<file path="config.mk">
export PLATFORM = sky130hd
export DESIGN_NAME = pulse_baseline_peak_charge
export DESIGN_NICKNAME = d
export VERILOG_FILES = /design/src/pbpc_pkg.sv /design/src/pbpc_div.sv /design/src/pbpc_datapath.sv /design/src/pbpc_ctrl.sv /design/src/pulse_baseline_peak_charge.sv
export VERILOG_INCLUDE_DIRS = /design/src /design/src/src
export SDC_FILE = /design/constraint.sdc
export NUM_CORES = 2
export LEC_CHECK = 0
export ABC_AREA = 1
export BUFFER_PORTS_ARGS = -buffer_cell sky130_fd_sc_hd__buf_2
export CORE_UTILIZATION = 35
export DETAILED_ROUTE_END_ITERATION = 12
export REMOVE_ABC_BUFFERS = 1
export SLEW_MARGIN = 20
export SYNTH_ARGS = -nofsm -noshare
export SYNTH_HDL_FRONTEND = slang
export SYNTH_HIERARCHICAL = 1
export SYNTH_SLANG_ARGS = --single-unit
</file>
<file path="constraint.sdc">
create_clock -name clk -period 6 [get_ports clk]
set_input_delay 1.2 -clock clk [delete_from_list [all_inputs] [get_ports clk]]
set_output_delay 1.2 -clock clk [all_outputs]
set_load 0.02 [all_outputs]
</file>
<file path="src/pulse_baseline_peak_charge_assert.svh">
// assertion macros shared by the pulse baseline/peak/charge modules
// each expects clk and rst in the scope where it is used
`ifndef PULSE_BASELINE_PEAK_CHARGE_ASSERT_SVH
`define PULSE_BASELINE_PEAK_CHARGE_ASSERT_SVH
`ifndef NO_ASSERTIONS
`define PBPC_ASSERT_IMPLY(lbl, cond, prop, msg) \
  lbl: assert property (@(posedge clk) disable iff (rst) (cond) |-> (prop)) else $error(msg);
`define PBPC_ASSERT_NEXT(lbl, cond, prop, msg) \
  lbl: assert property (@(posedge clk) disable iff (rst) (cond) |=> (prop)) else $error(msg);
`else
`define PBPC_ASSERT_IMPLY(lbl, cond, prop, msg)
`define PBPC_ASSERT_NEXT(lbl, cond, prop, msg)
`endif
`endif

</file>
<file path="src/pbpc_pkg.sv">
`timescale 1ns / 1ps
package pbpc_pkg;

  localparam int MAX_SAMPLES = 4096;
  localparam int SAMPLE_BITS = 12;
  localparam int LEN_W = 13;
  localparam int POS_W = $clog2(MAX_SAMPLES);
  localparam logic [LEN_W-1:0] LEN_RESET = LEN_W'(1024);

  localparam int SHORT_LIMIT = 30;
  localparam int PED_START = 2;
  localparam int PED_CAP = 40;
  localparam int PED_DIV = 5;
  localparam int SIG_GAP = 5;
  localparam int TIME_PER_SAMPLE = 5;

  // pedestal end = n / 5 for n below PED_LIMIT, by reciprocal multiply
  localparam int PED_LIMIT = PED_CAP * PED_DIV;
  localparam int NS_W = $clog2(PED_LIMIT);
  localparam int RECIP_SHIFT = 10;
  localparam int RECIP_MUL = (1 << RECIP_SHIFT) / PED_DIV + 1;
  localparam int RECIP_W = $clog2(RECIP_MUL + 1);
  localparam int PE_W = $clog2(PED_CAP + SIG_GAP + 1);

  localparam int FRAC = 8;
  localparam int CNT_W = $clog2(PED_CAP);
  localparam int PSUM_W = SAMPLE_BITS + CNT_W;
  localparam int BSUM_W = SAMPLE_BITS + POS_W;
  localparam int BCNT_W = POS_W + 1;
  localparam int PROD_A_W = BCNT_W + PSUM_W;
  localparam int PROD_B_W = BSUM_W + CNT_W;
  localparam int DIV_W = PROD_A_W + FRAC;
  localparam int STEP_W = $clog2(DIV_W + 1);

  localparam int BASE_W = SAMPLE_BITS + FRAC;
  localparam int AMP_W = BASE_W + 1;
  localparam int CHG_W = 32;
  localparam int TIME_W = 15;

  typedef enum logic [2:0] {
    S_RUN,
    S_MUL,
    S_SUB,
    S_DIVB,
    S_DIVC
  } ctl_state_t;

  typedef struct packed {
    logic sample;
    logic clear;
    logic mul;
    logic sub;
    logic start_b;
    logic start_c;
    logic load_out;
    logic load_short;
  } pbpc_cmd_t;

  typedef struct packed {
    logic last_pos;
    logic full;
    logic div_done;
  } pbpc_stat_t;

endpackage

</file>
<file path="src/pbpc_div.sv">
`timescale 1ns / 1ps
module pbpc_div (
  input  logic                         clk,
  input  logic                         rst,
  input  logic                         start,
  input  logic [pbpc_pkg::DIV_W-1:0]   dividend,
  input  logic [pbpc_pkg::CNT_W-1:0]   divisor,
  output logic                         done,
  output logic [pbpc_pkg::DIV_W-1:0]   quotient
);
  import pbpc_pkg::*;

  logic               busy;
  logic [STEP_W-1:0]  steps;
  logic [CNT_W-1:0]   dsr;
  logic [CNT_W-1:0]   rem;
  logic [CNT_W-1:0]   rem_next;
  logic [CNT_W:0]     rem_sh;
  logic [DIV_W-1:0]   quo;
  logic               qbit;

  // restoring division, one quotient bit per cycle
  always_comb begin
    rem_sh = {rem, quo[DIV_W-1]};
    qbit = rem_sh >= {1'b0, dsr};
    if (qbit) begin
      rem_next = CNT_W'(rem_sh - {1'b0, dsr});
    end else begin
      rem_next = rem_sh[CNT_W-1:0];
    end
  end

  always_ff @(posedge clk) begin
    if (rst) begin
      busy <= 1'b0;
      steps <= '0;
    end else if (start) begin
      busy <= 1'b1;
      steps <= STEP_W'(DIV_W);
    end else if (busy) begin
      if (steps != '0) begin
        steps <= steps - 1'b1;
      end else begin
        busy <= 1'b0;
      end
    end
  end

  always_ff @(posedge clk) begin
    if (start) begin
      quo <= dividend;
      rem <= '0;
      dsr <= divisor;
    end else if (busy && steps != '0) begin
      quo <= {quo[DIV_W-2:0], qbit};
      rem <= rem_next;
    end
  end

  assign done = busy && (steps == '0);
  assign quotient = quo;

endmodule

</file>
<file path="src/pbpc_datapath.sv">
`timescale 1ns / 1ps
`include "pulse_baseline_peak_charge_assert.svh"
module pbpc_datapath (
  input  logic                                clk,
  input  logic                                rst,
  input  logic                                cfg_we,
  input  logic [pbpc_pkg::LEN_W-1:0]          cfg_wdata,
  input  logic [pbpc_pkg::SAMPLE_BITS-1:0]    adc_sample,
  input  pbpc_pkg::pbpc_cmd_t                 cmd,
  output pbpc_pkg::pbpc_stat_t                stat,
  output logic [pbpc_pkg::BASE_W-1:0]         baseline_q8,
  output logic signed [pbpc_pkg::AMP_W-1:0]   amplitude_q8,
  output logic [pbpc_pkg::CHG_W-1:0]          charge_q8,
  output logic [pbpc_pkg::POS_W-1:0]          peak_index,
  output logic [pbpc_pkg::TIME_W-1:0]         peak_time_half_ns,
  output logic                                short_record
);
  import pbpc_pkg::*;

  logic [LEN_W-1:0]           record_length;
  logic [LEN_W-1:0]           eff_len;
  logic [NS_W+RECIP_W-1:0]    pe_prod;
  logic [PE_W-1:0]            ped_end;
  logic [PE_W-1:0]            sig_start;
  logic                       full;
  logic                       last_pos;

  logic [POS_W-1:0]           position;
  logic [PSUM_W-1:0]          ped_sum;
  logic [CNT_W-1:0]           ped_count;
  logic [SAMPLE_BITS-1:0]     min_sample;
  logic [POS_W-1:0]           min_pos;
  logic [BSUM_W-1:0]          below_sum;
  logic [BCNT_W-1:0]          below_count;

  logic                       in_ped;
  logic                       in_sig;
  logic                       below;
  logic [PSUM_W-1:0]          scaled_x;

  logic [PROD_A_W-1:0]        prod_a;
  logic [PROD_B_W-1:0]        prod_b;
  logic [PROD_A_W-1:0]        num;
  logic [BASE_W-1:0]          bq8;
  logic [DIV_W-1:0]           div_dividend;
  logic                       div_done;
  logic [DIV_W-1:0]           div_quotient;

  // record geometry from the length register, and the last-sample flag
  always_comb begin
    if (record_length == '0) begin
      eff_len = LEN_W'(1);
    end else if (record_length > LEN_W'(MAX_SAMPLES)) begin
      eff_len = LEN_W'(MAX_SAMPLES);
    end else begin
      eff_len = record_length;
    end
    pe_prod = (NS_W+RECIP_W)'(eff_len[NS_W-1:0]) * (NS_W+RECIP_W)'(RECIP_MUL);
    if (eff_len >= LEN_W'(PED_LIMIT)) begin
      ped_end = PE_W'(PED_CAP);
    end else begin
      ped_end = PE_W'(pe_prod >> RECIP_SHIFT);
    end
    sig_start = ped_end + PE_W'(SIG_GAP);
    full = eff_len >= LEN_W'(SHORT_LIMIT);
    last_pos = ({1'b0, position} + 1'b1) >= eff_len;
  end

  always_comb begin
    in_ped = (position >= POS_W'(PED_START)) && (position <= POS_W'(ped_end));
    in_sig = position >= POS_W'(sig_start);
    // exact compare of sample against pedestal mean
    scaled_x = PSUM_W'(adc_sample) * PSUM_W'(ped_count);
    below = scaled_x < ped_sum;
  end

  always_ff @(posedge clk) begin
    if (rst) begin
      record_length <= LEN_RESET;
      position <= '0;
      ped_sum <= '0;
      ped_count <= '0;
      min_sample <= '1;
      min_pos <= '0;
      below_sum <= '0;
      below_count <= '0;
    end else begin
      if (cfg_we) begin
        record_length <= cfg_wdata;
      end
      if (cfg_we || cmd.clear) begin
        position <= '0;
        ped_sum <= '0;
        ped_count <= '0;
        min_sample <= '1;
        min_pos <= '0;
        below_sum <= '0;
        below_count <= '0;
      end else if (cmd.sample) begin
        if (!last_pos) begin
          position <= position + 1'b1;
        end
        if (full) begin
          if (in_ped) begin
            ped_sum <= ped_sum + PSUM_W'(adc_sample);
            ped_count <= ped_count + 1'b1;
          end
          if (in_sig) begin
            if (below) begin
              below_sum <= below_sum + BSUM_W'(adc_sample);
              below_count <= below_count + 1'b1;
            end
            if (position == POS_W'(sig_start) || adc_sample < min_sample) begin
              min_sample <= adc_sample;
              min_pos <= position;
            end
          end
        end
      end
    end
  end

  // charge numerator: below_count*sum - below_sum*count
  always_ff @(posedge clk) begin
    if (cmd.mul) begin
      prod_a <= PROD_A_W'(below_count) * PROD_A_W'(ped_sum);
      prod_b <= PROD_B_W'(below_sum) * PROD_B_W'(ped_count);
    end
    if (cmd.sub) begin
      num <= prod_a - PROD_A_W'(prod_b);
    end
    if (cmd.start_c) begin
      bq8 <= (ped_count == '0) ? '0 : div_quotient[BASE_W-1:0];
    end
  end

  assign div_dividend = cmd.start_b ? DIV_W'({ped_sum, {FRAC{1'b0}}})
                                    : {num, {FRAC{1'b0}}};

  pbpc_div u_div (
    .clk      (clk),
    .rst      (rst),
    .start    (cmd.start_b || cmd.start_c),
    .dividend (div_dividend),
    .divisor  (ped_count),
    .done     (div_done),
    .quotient (div_quotient)
  );

  always_ff @(posedge clk) begin
    if (cmd.load_short) begin
      baseline_q8 <= '0;
      amplitude_q8 <= '0;
      charge_q8 <= '0;
      peak_index <= '0;
      peak_time_half_ns <= '0;
      short_record <= 1'b1;
    end else if (cmd.load_out) begin
      baseline_q8 <= bq8;
      amplitude_q8 <= $signed(AMP_W'(bq8) - AMP_W'({min_sample, {FRAC{1'b0}}}));
      charge_q8 <= (ped_count == '0) ? '0 : div_quotient[CHG_W-1:0];
      peak_index <= min_pos;
      peak_time_half_ns <= TIME_W'(min_pos) * TIME_W'(TIME_PER_SAMPLE);
      short_record <= 1'b0;
    end
  end

  assign stat.last_pos = last_pos;
  assign stat.full = full;
  assign stat.div_done = div_done;

  `PBPC_ASSERT_IMPLY(a_ped_nonzero, cmd.start_b, ped_count != '0, "empty pedestal at division")
  `PBPC_ASSERT_IMPLY(a_num_nonneg, cmd.sub, prod_a >= PROD_A_W'(prod_b), "negative charge term")

endmodule

</file>
<file path="src/pbpc_ctrl.sv">
`timescale 1ns / 1ps
`include "pulse_baseline_peak_charge_assert.svh"
module pbpc_ctrl (
  input  logic                  clk,
  input  logic                  rst,
  input  logic                  in_valid,
  output logic                  in_ready,
  output logic                  out_valid,
  input  logic                  out_ready,
  input  pbpc_pkg::pbpc_stat_t  stat,
  output pbpc_pkg::pbpc_cmd_t   cmd
);
  import pbpc_pkg::*;

  ctl_state_t state;
  ctl_state_t state_next;
  logic       ready_int;

  always_ff @(posedge clk) begin
    if (rst) begin
      state <= S_RUN;
    end else begin
      state <= state_next;
    end
  end

  always_comb begin
    state_next = state;
    cmd = '0;
    ready_int = 1'b0;
    case (state)
      S_RUN: begin
        // a record end needs a free output register
        ready_int = !(stat.last_pos && out_valid);
        cmd.sample = in_valid && ready_int;
        if (cmd.sample && stat.last_pos) begin
          if (stat.full) begin
            state_next = S_MUL;
          end else begin
            cmd.load_short = 1'b1;
            cmd.clear = 1'b1;
          end
        end
      end
      S_MUL: begin
        cmd.mul = 1'b1;
        state_next = S_SUB;
      end
      S_SUB: begin
        cmd.sub = 1'b1;
        cmd.start_b = 1'b1;
        state_next = S_DIVB;
      end
      S_DIVB: begin
        if (stat.div_done) begin
          cmd.start_c = 1'b1;
          state_next = S_DIVC;
        end
      end
      S_DIVC: begin
        if (stat.div_done) begin
          cmd.load_out = 1'b1;
          cmd.clear = 1'b1;
          state_next = S_RUN;
        end
      end
      default: begin
        state_next = S_RUN;
      end
    endcase
  end

  always_ff @(posedge clk) begin
    if (rst) begin
      out_valid <= 1'b0;
    end else if (cmd.load_out || cmd.load_short) begin
      out_valid <= 1'b1;
    end else if (out_ready) begin
      out_valid <= 1'b0;
    end
  end

  assign in_ready = ready_int;

  `PBPC_ASSERT_IMPLY(a_last_free, in_valid && in_ready && stat.last_pos, !out_valid, "record end overwrites result")
  `PBPC_ASSERT_NEXT(a_result_up, cmd.load_out || cmd.load_short, out_valid, "result not presented")
  `PBPC_ASSERT_IMPLY(a_div_owner, stat.div_done, state == S_DIVB || state == S_DIVC, "divider done outside division")

endmodule

</file>
<file path="src/pulse_baseline_peak_charge.sv">
`timescale 1ns / 1ps
// pulse baseline, peak and charge extraction, one converter sample per request
// input channel: in_valid/in_ready with adc_sample; records are record_length long
// config: cfg_we writes record_length from cfg_wdata and restarts the record
// output channel: out_valid/out_ready, one result per record after its last sample
// throughput: one sample per cycle inside a record
// after the last sample of a record of 30 or more samples, the input stalls
// while the shared bit-serial divider runs twice (baseline, then charge),
// each producing a 39-bit quotient, after a multiply step and a subtract
// step; the result is valid in the cycle after the second division ends
// shorter records give an all-zero result with short_record set in the cycle
// after their last sample, with no extra stall
// a finished result sits in the output register; the next record streams in while
// it waits, and only that record's last sample is held off until out_ready takes it
// reset: record length 1024, position and accumulators cleared, no result pending
module pulse_baseline_peak_charge (
  input  logic                                clk,
  input  logic                                rst,
  input  logic                                cfg_we,
  input  logic [pbpc_pkg::LEN_W-1:0]          cfg_wdata,
  input  logic                                in_valid,
  output logic                                in_ready,
  input  logic [pbpc_pkg::SAMPLE_BITS-1:0]    adc_sample,
  output logic                                out_valid,
  input  logic                                out_ready,
  output logic [pbpc_pkg::BASE_W-1:0]         baseline_q8,
  output logic signed [pbpc_pkg::AMP_W-1:0]   amplitude_q8,
  output logic [pbpc_pkg::CHG_W-1:0]          charge_q8,
  output logic [pbpc_pkg::POS_W-1:0]          peak_index,
  output logic [pbpc_pkg::TIME_W-1:0]         peak_time_half_ns,
  output logic                                short_record
);
  import pbpc_pkg::*;

  pbpc_cmd_t  cmd;
  pbpc_stat_t stat;

  pbpc_ctrl u_ctrl (
    .clk       (clk),
    .rst       (rst),
    .in_valid  (in_valid),
    .in_ready  (in_ready),
    .out_valid (out_valid),
    .out_ready (out_ready),
    .stat      (stat),
    .cmd       (cmd)
  );

  pbpc_datapath u_dp (
    .clk               (clk),
    .rst               (rst),
    .cfg_we            (cfg_we),
    .cfg_wdata         (cfg_wdata),
    .adc_sample        (adc_sample),
    .cmd               (cmd),
    .stat              (stat),
    .baseline_q8       (baseline_q8),
    .amplitude_q8      (amplitude_q8),
    .charge_q8         (charge_q8),
    .peak_index        (peak_index),
    .peak_time_half_ns (peak_time_half_ns),
    .short_record      (short_record)
  );

endmodule

</file>
# Word level (Yosys, flattened, before mapping)
# Cells that the tools add are included.
totals:
  output_inout_bits: 103
  elab_cells: 123
  reg_bits: 385
  input_bits: 30
op_classes:
  eq_ne: 9
  n_reduce_logical: 29
  add_sub_neg: 11
  multipliers: 5
  bitwise_logic: 1
  n_lt_le_gt_ge: 10
  muxes: 32
ops:
  columns: ["operator", "count"]
  rows:
  - ["two-way mux 39 bit", 3]
  - ["two-way mux 32 bit", 1]
  - ["multiplier 13 x 18 -> 31 bit", 1]
  - ["subtractor 31 x 30 -> 31 bit", 1]
  - ["multiplier 24 x 6 -> 30 bit", 1]
  - ["two-way mux 6 bit", 5]
  - ["two-way mux 13 bit", 2]
  - ["adder 24 x 12 -> 24 bit", 1]
  - ["subtractor 20 x 20 -> 21 bit", 1]
  - ["adder 18 x 12 -> 18 bit", 1]
  - ["less-than comparator 18 bit", 1]
  - ["multiplier 12 x 6 -> 18 bit", 1]
  - ["multiplier 8 x 8 -> 16 bit, second input constant", 1]
  - ["multiplier 12 x 3 -> 15 bit, second input constant", 1]
  - ["case mux 3 bit (5 select lines)", 1]
  - ["two-way mux 1 bit", 14]
  - ["adder 12 x 1 -> 13 bit, second input constant", 1]
  - ["adder 13 x 1 -> 13 bit, second input constant", 1]
  - ["greater-or-equal comparator 13 bit", 1]
  - ["greater-or-equal comparator 13 x 5 -> 1 bit, second input constant", 1]
  - ["greater-or-equal comparator 13 x 8 -> 1 bit, second input constant", 1]
  - ["> comparator 13 bit, second input constant", 1]
  - ["zero test 13 bit", 1]
  - ["adder 12 x 1 -> 12 bit, second input constant", 1]
  - ["other kinds (29)", 53]

# Depth between registers and ports, before layout
depth:
  word_depth: 12
  ltp_mapped: 43
  depth_no_buf: 43

# Cells and area by module
# The synthesis kept the hierarchy.
by_module_without_submodules:
  columns: ["module", "cells_each", "instances", "area_per_inst_um2", "seq_area_each_um2"]
  rows:
  - ["pbpc_datapath", 4055, 1, 31801.8, 7387.1]
  - ["pbpc_div", 316, 1, 2884.0, 1611.5]
  - ["pbpc_ctrl", 49, 1, 282.8, 80.1]

# Worst setup path before layout
# No wires, ideal clock.
synth_path:
  path_type: "input to register"
  start: "input port adc_sample[0] in the netlist's numbering"
  end: "register u_dp.below_count[4]"
  setup_time_ps: 116
  path_slack_ps: 1
  n_path_buf: 1
  t_required_ps: 5884
  path_stages: 29
  arrival_time_ps: 5883
  path_cell_list: "buf_2 > nand2_1 > fa_1 > fa_1 > fa_1 > inv_1 > ha_1 > a21oi_1 > nand2_1 > nand4_1 > nand2_1 > a21boi_0 > o21ai_0 > a21oi_1 > o21ai_0 > xor2_1 > ha_1 > nand2_1 > inv_1 > nand3_1 > nor2_1 > o211ai_1 > nand3_1 > nor2_1 > nand2_1 > nor3_1 > nand2_1 > o21ai_0 > nor2_1"
synth_via:
  elab_chain_cells: 3
synth_rtl:
  columns: ["item", "line_no", "source"]
  rows:
  - ["from (decl)", "pulse_baseline_peak_charge.sv:23", "input logic [pbpc_pkg::SAMPLE_BITS-1:0] adc_sample,"]
  - ["multiplier 12 x 6 -> 18 bit", "pbpc_datapath.sv:73", "scaled_x = PSUM_W'(adc_sample) * PSUM_W'(ped_count);"]
  - ["less-than comparator 18 bit", "pbpc_datapath.sv:74", "below = scaled_x < ped_sum;"]
  - ["AND reduction 4 bit (no line)", null, null]
  - ["to (signal assigned)", "pbpc_datapath.sv:111", "below_count <= below_count + 1'b1;"]
  - ["to (decl)", "pbpc_datapath.sv:34", "logic [BCNT_W-1:0] below_count;"]
# Every way passes these cells.
# A chain may end at the register's enable or synchronous reset.

# Worst setup path after layout
layout_path:
  start: "register u_dp.record_length[1]"
  end: "register u_dp.min_pos[8]"
layout_via:
  elab_chain_cells: 12
  elab_cells_between_ends: 24
  classes_between: "1 x add/sub; 1 x mul; 5 x order compare; 1 x eq/ne; 7 x mux; 9 x reduce/logical"
layout_rtl:
  columns: ["item", "line_no", "source"]
  rows:
  - ["from (decl)", "pbpc_datapath.sv:20", "logic [LEN_W-1:0] record_length;"]
  - ["from (signal assigned)", "pbpc_datapath.sv:89", "record_length <= cfg_wdata;"]
  - ["> comparator 13 bit", "pbpc_datapath.sv:53", "end else if (record_length > LEN_W'(MAX_SAMPLES)) begin"]
  - ["two-way mux 13 bit", "pbpc_datapath.sv:53", null]
  - ["two-way mux 13 bit *", "pbpc_datapath.sv:51", "if (record_length == '0) begin"]
  - ["parallel branches: the longest is 9 deep, another holds multiplier 8 x 8 -> 16 bit", null, null]
  - ["to (signal assigned)", "pbpc_datapath.sv:115", "min_pos <= position;"]
  - ["to (decl)", "pbpc_datapath.sv:32", "logic [POS_W-1:0] min_pos;"]
# Every way passes the cells marked *.

==> out/results.ini <==
[status]
status = finished, final reports clean

[power]
p_sw_share_pct = 39.39
power_frac_seq_pct = 34.7
power_switching_w = 0.004122
powerDensity_nw_per_um2 = 256.3
pwr-share-clk_pct = 25.9
p_int_w = 0.006343
vdd_drop_max_mv = 0.1667
combPwrFrac_pct = 39.4
leakage_nw = 21.67

[yosys]
synthFlopType = dfxtp_1
synth.area.top_cells = fa_1 (18%), edfxtp_1 (13%), dfxtp_1 (12%), ha_1 (12%), nand2_1 (11%)
yosysTopAreaCellShare_pct = 18.49
synth_enable_flop_cells = 157
synthArstFlopShare_pct = 0
syn-mean-instance-area_um2 = 7.911
yosysTopAreaCell = fa_1
synth.distinct_cells = 64
synth_area_um2 = 34970
synthCells = 4420
seq_area_frac_synth_pct = 25.96
yosys_warnings = 6
ys_seq_elements = 375

[cells_and_area]
nNetsFinal = 5360
layout-drive-gt1-share_pct = 13.21
num-fill-cells = 9988
syn_to_final_growth_pct = 16.76
instances_no_fill = 5989
layout_common_cells = nand2_1 (1,031), inv_1 (790), ha_1 (326)
post-route-util_pct = 41.36
final_common_cell = nand2_1

[global_route]
grt_pass1_vias = 28840
use_met1_pct = 25.27
busiest_layer = met2
met2_usage_pct = 32.34
antenna_found_initial = 1
grt_overflow = 0
met3_usage_pct = 2.671
grt_pass1_wl_um = 155500
grt_max_degree = 81
track_usage_pct = 19.09

[hold_path]
hp-class = flip-flop to flip-flop
min_path_cells = 2
min_from = u_dp/short_record
min_to = u_dp/short_record

[die]
core_um2 = 98710
die_h_um = 318.1
start_util_pct = 35.43
rows = 115
io_pins = 133
die_area_um2 = 101200
chipWidth_um = 318.1

[worst_setup_path]
reg2reg_depth = 35
regToRegSetupSlack_ps = 80
cp-start-kind = flip-flop
rr_endpoint = u_dp/min_pos[8]
r2r_start = u_dp/record_length[1]
crit_top_cell = nand2_2
slowest_delay_ps = 540
critPathKind = flip-flop to flip-flop
cp.required_ps = 6470
cp_max_fo = 7
worst_setup_path_end_kind = flip-flop
cpMaxStageDelayCell = fa_1
cp.arrival_ps = 6380

[drt]
wl_per_cell_um = 16.21
vias = 29200
totalWireLength_um = 97110
drc = 0
firstDrtPassIters = 8
routed_via_density = 4.876
drtAntennaViolNets = 0
drtIter0Drc = 1746

[clock_network]
cts_hold_buf = 0
insertion_delay_ps = 600
clk_pin_slew_ps = 60
htree_levels = 2
cts_num_sinks = 375
cts_max_path_buffers = 3
numCtsBuffers = 43
cts_tree = done
root_buffer = clkbuf_16

[timing]
finalCriticalPeriod_ps = 5915
tightest_slew_ps = 983.6
setup_viol = 0
slew_headroom_pct = 34.02
rsz0062_at_grt = true
setup_ws_ps = 84.60
hold_viol_final = 0
maxSlewViolCount = 0
fmax_mhz = 169.1
period_share_pct = 98.59
clock-skew-final_ps = 32.17

[placed_design]
place_ws_ps = -464.9
dp.cells = 5886
portBuffers = 132
gp_congestion = 0.9055
hpwl_um = 75510

[flow_run]
cap_violations = 0

-- sequential cells by signal (all words and copies together) (netlist names), 13 cells and up --
name,cells
u_dp/prod_b,30
u_dp/below_sum,24
u_dp/bq8,20
u_dp/u_div/quotient,39
u_dp/ped_sum,18
u_dp/prod_a,31
u_dp/peak_time_half_ns,13
u_dp/amplitude_q8,13
u_dp/num,31
u_dp/below_count,13
u_dp/charge_q8,32
u_dp/baseline_q8,20
u_dp/record_length,13
-- power groups by stage --
stage | registers (W) | clock network (W) | logic, W
2_1_floorplan | 0.00368 | 0 | 0.00238
3_3_place_gp | 0.00367 | 0 | 0.00375
3_5_place_dp | 0.00368 | 0 | 0.00378
4_1_cts | 0.00363 | 0.00280 | 0.00386
5_1_grt | 0.00368 | 0.00287 | 0.00454
6_report | 0.00363 | 0.00271 | 0.00412
-- cells in the mapped netlist, types with 3 or more instances --
cell	number
buf_1	26
o21ai_1	17
edfxtp_1	157
inv_1	811
nand3b_1	5
buf_4	17
a211oi_1	10
xor2_1	109
nor3_2	4
clkinv_1	3
clkbuf_1	111
nand2_2	4
o21bai_1	11
buf_2	16
nor2_2	4
inv_2	6
a21o_1	12
nand3_1	84
a31oi_1	16
nor2_1	285
and2_1	3
nand4_1	33
o21ai_2	3
dfxtp_1	218
nor3_1	33
o211ai_1	19
nand2_1	1069
or2_2	3
ha_1	341
fa_1	323
a21oi_1	314
xnor2_1	49
o21a_1	11
o21ai_0	246
nor4_1	7
-- logic make-up (layout without fill, tap and decap cells) --
| family | after synthesis | after routing | share of synthesized area, % |
|---|---|---|---|
| buf+inv | 993 | 1267 | 10.92 |
| other cells | 1 | 9 | 0.01072 |
| compound gates | 682 | 682 | 10.55 |
| simple gates | 1547 | 1547 | 17.90 |
| xor+xnor | 158 | 158 | 3.957 |
| flops | 375 | 375 | 25.96 |
| fa+ha+maj | 664 | 664 | 30.69 |
-- cell type report --
| cell class | instances | area [um^2] | share of cell area [%] |
|---|---|---|---|
| clock buffers | 66 | 1328 | 3.251 |
| inverters | 822 | 3100 | 7.594 |
| multi-input cells | 3059 | 22850 | 55.97 |
| well taps | 1287 | 1610 | 3.944 |
| diodes | 1 | 2.502 | 0.006129 |
| clock inverters | 14 | 117.6 | 0.2881 |
| repair buffers | 365 | 2731 | 6.690 |
| flip-flops and latches | 375 | 9087 | 22.26 |
-- metal layers --
layer  up-vias  routed length [um]  part of all wire [%]
met3       143                5498                   5.7
met1     13980               43320                    45
li1      14360                   -                     -
met5         -                   0                     0
met4         0                2952                   3.0
met2       722               45340                    47
-- critical path, delay by kind of cell, from the launching register on --
kind,cells,cell delay [ps]
fa+ha+maj,6,2280
flops,1,320
buf+inv,8,840
simple gates,16,1660
compound gates,5,700
-- worst max-delay path by stage --
stage | startpoint | depth (start not counted) | endpoint | slack [ps]
finish | u_dp/record_length[1] | 35 | u_dp/min_pos[8] | 80
global route | u_dp/record_length[1] | 39 | u_dp/below_sum[19] | -200
CTS | u_dp/record_length[4] | 41 | u_dp/below_sum[19] | 6
detailed placement | adc_sample[3] | 34 | u_dp/below_sum[16] | -460
global placement | adc_sample[3] | 32 | u_dp/below_count[4] | -410
floorplan | adc_sample[3] | 29 | u_dp/below_sum[17] | -350
-- through the flow --
| step | instance area, um^2 | hold slack [ps] | power (W) | TNS (ps) |
|---|---|---|---|---|
| floorplan | 34270 | 442.7 | 0.006060 | -3105 |
| global placement | 38280 | 427.1 | 0.007421 | -13630 |
| detailed placement | 38280 | 432.5 | 0.007460 | -18670 |
| CTS | 39990 | 447.4 | 0.01028 | 0 |
| global route | 40830 | 485.4 | 0.01109 | -8281 |
| finish | 40830 | 442.2 | 0.01047 | 0 |
-- what timing repair did --
action	in CTS	in global routing
pin swaps	21	75
setup endpoints to repair	73	87
gates resized for setup	47	171
gates cloned	1	8
buffers inserted	6	10
Power figures use the tool's default switching activity.
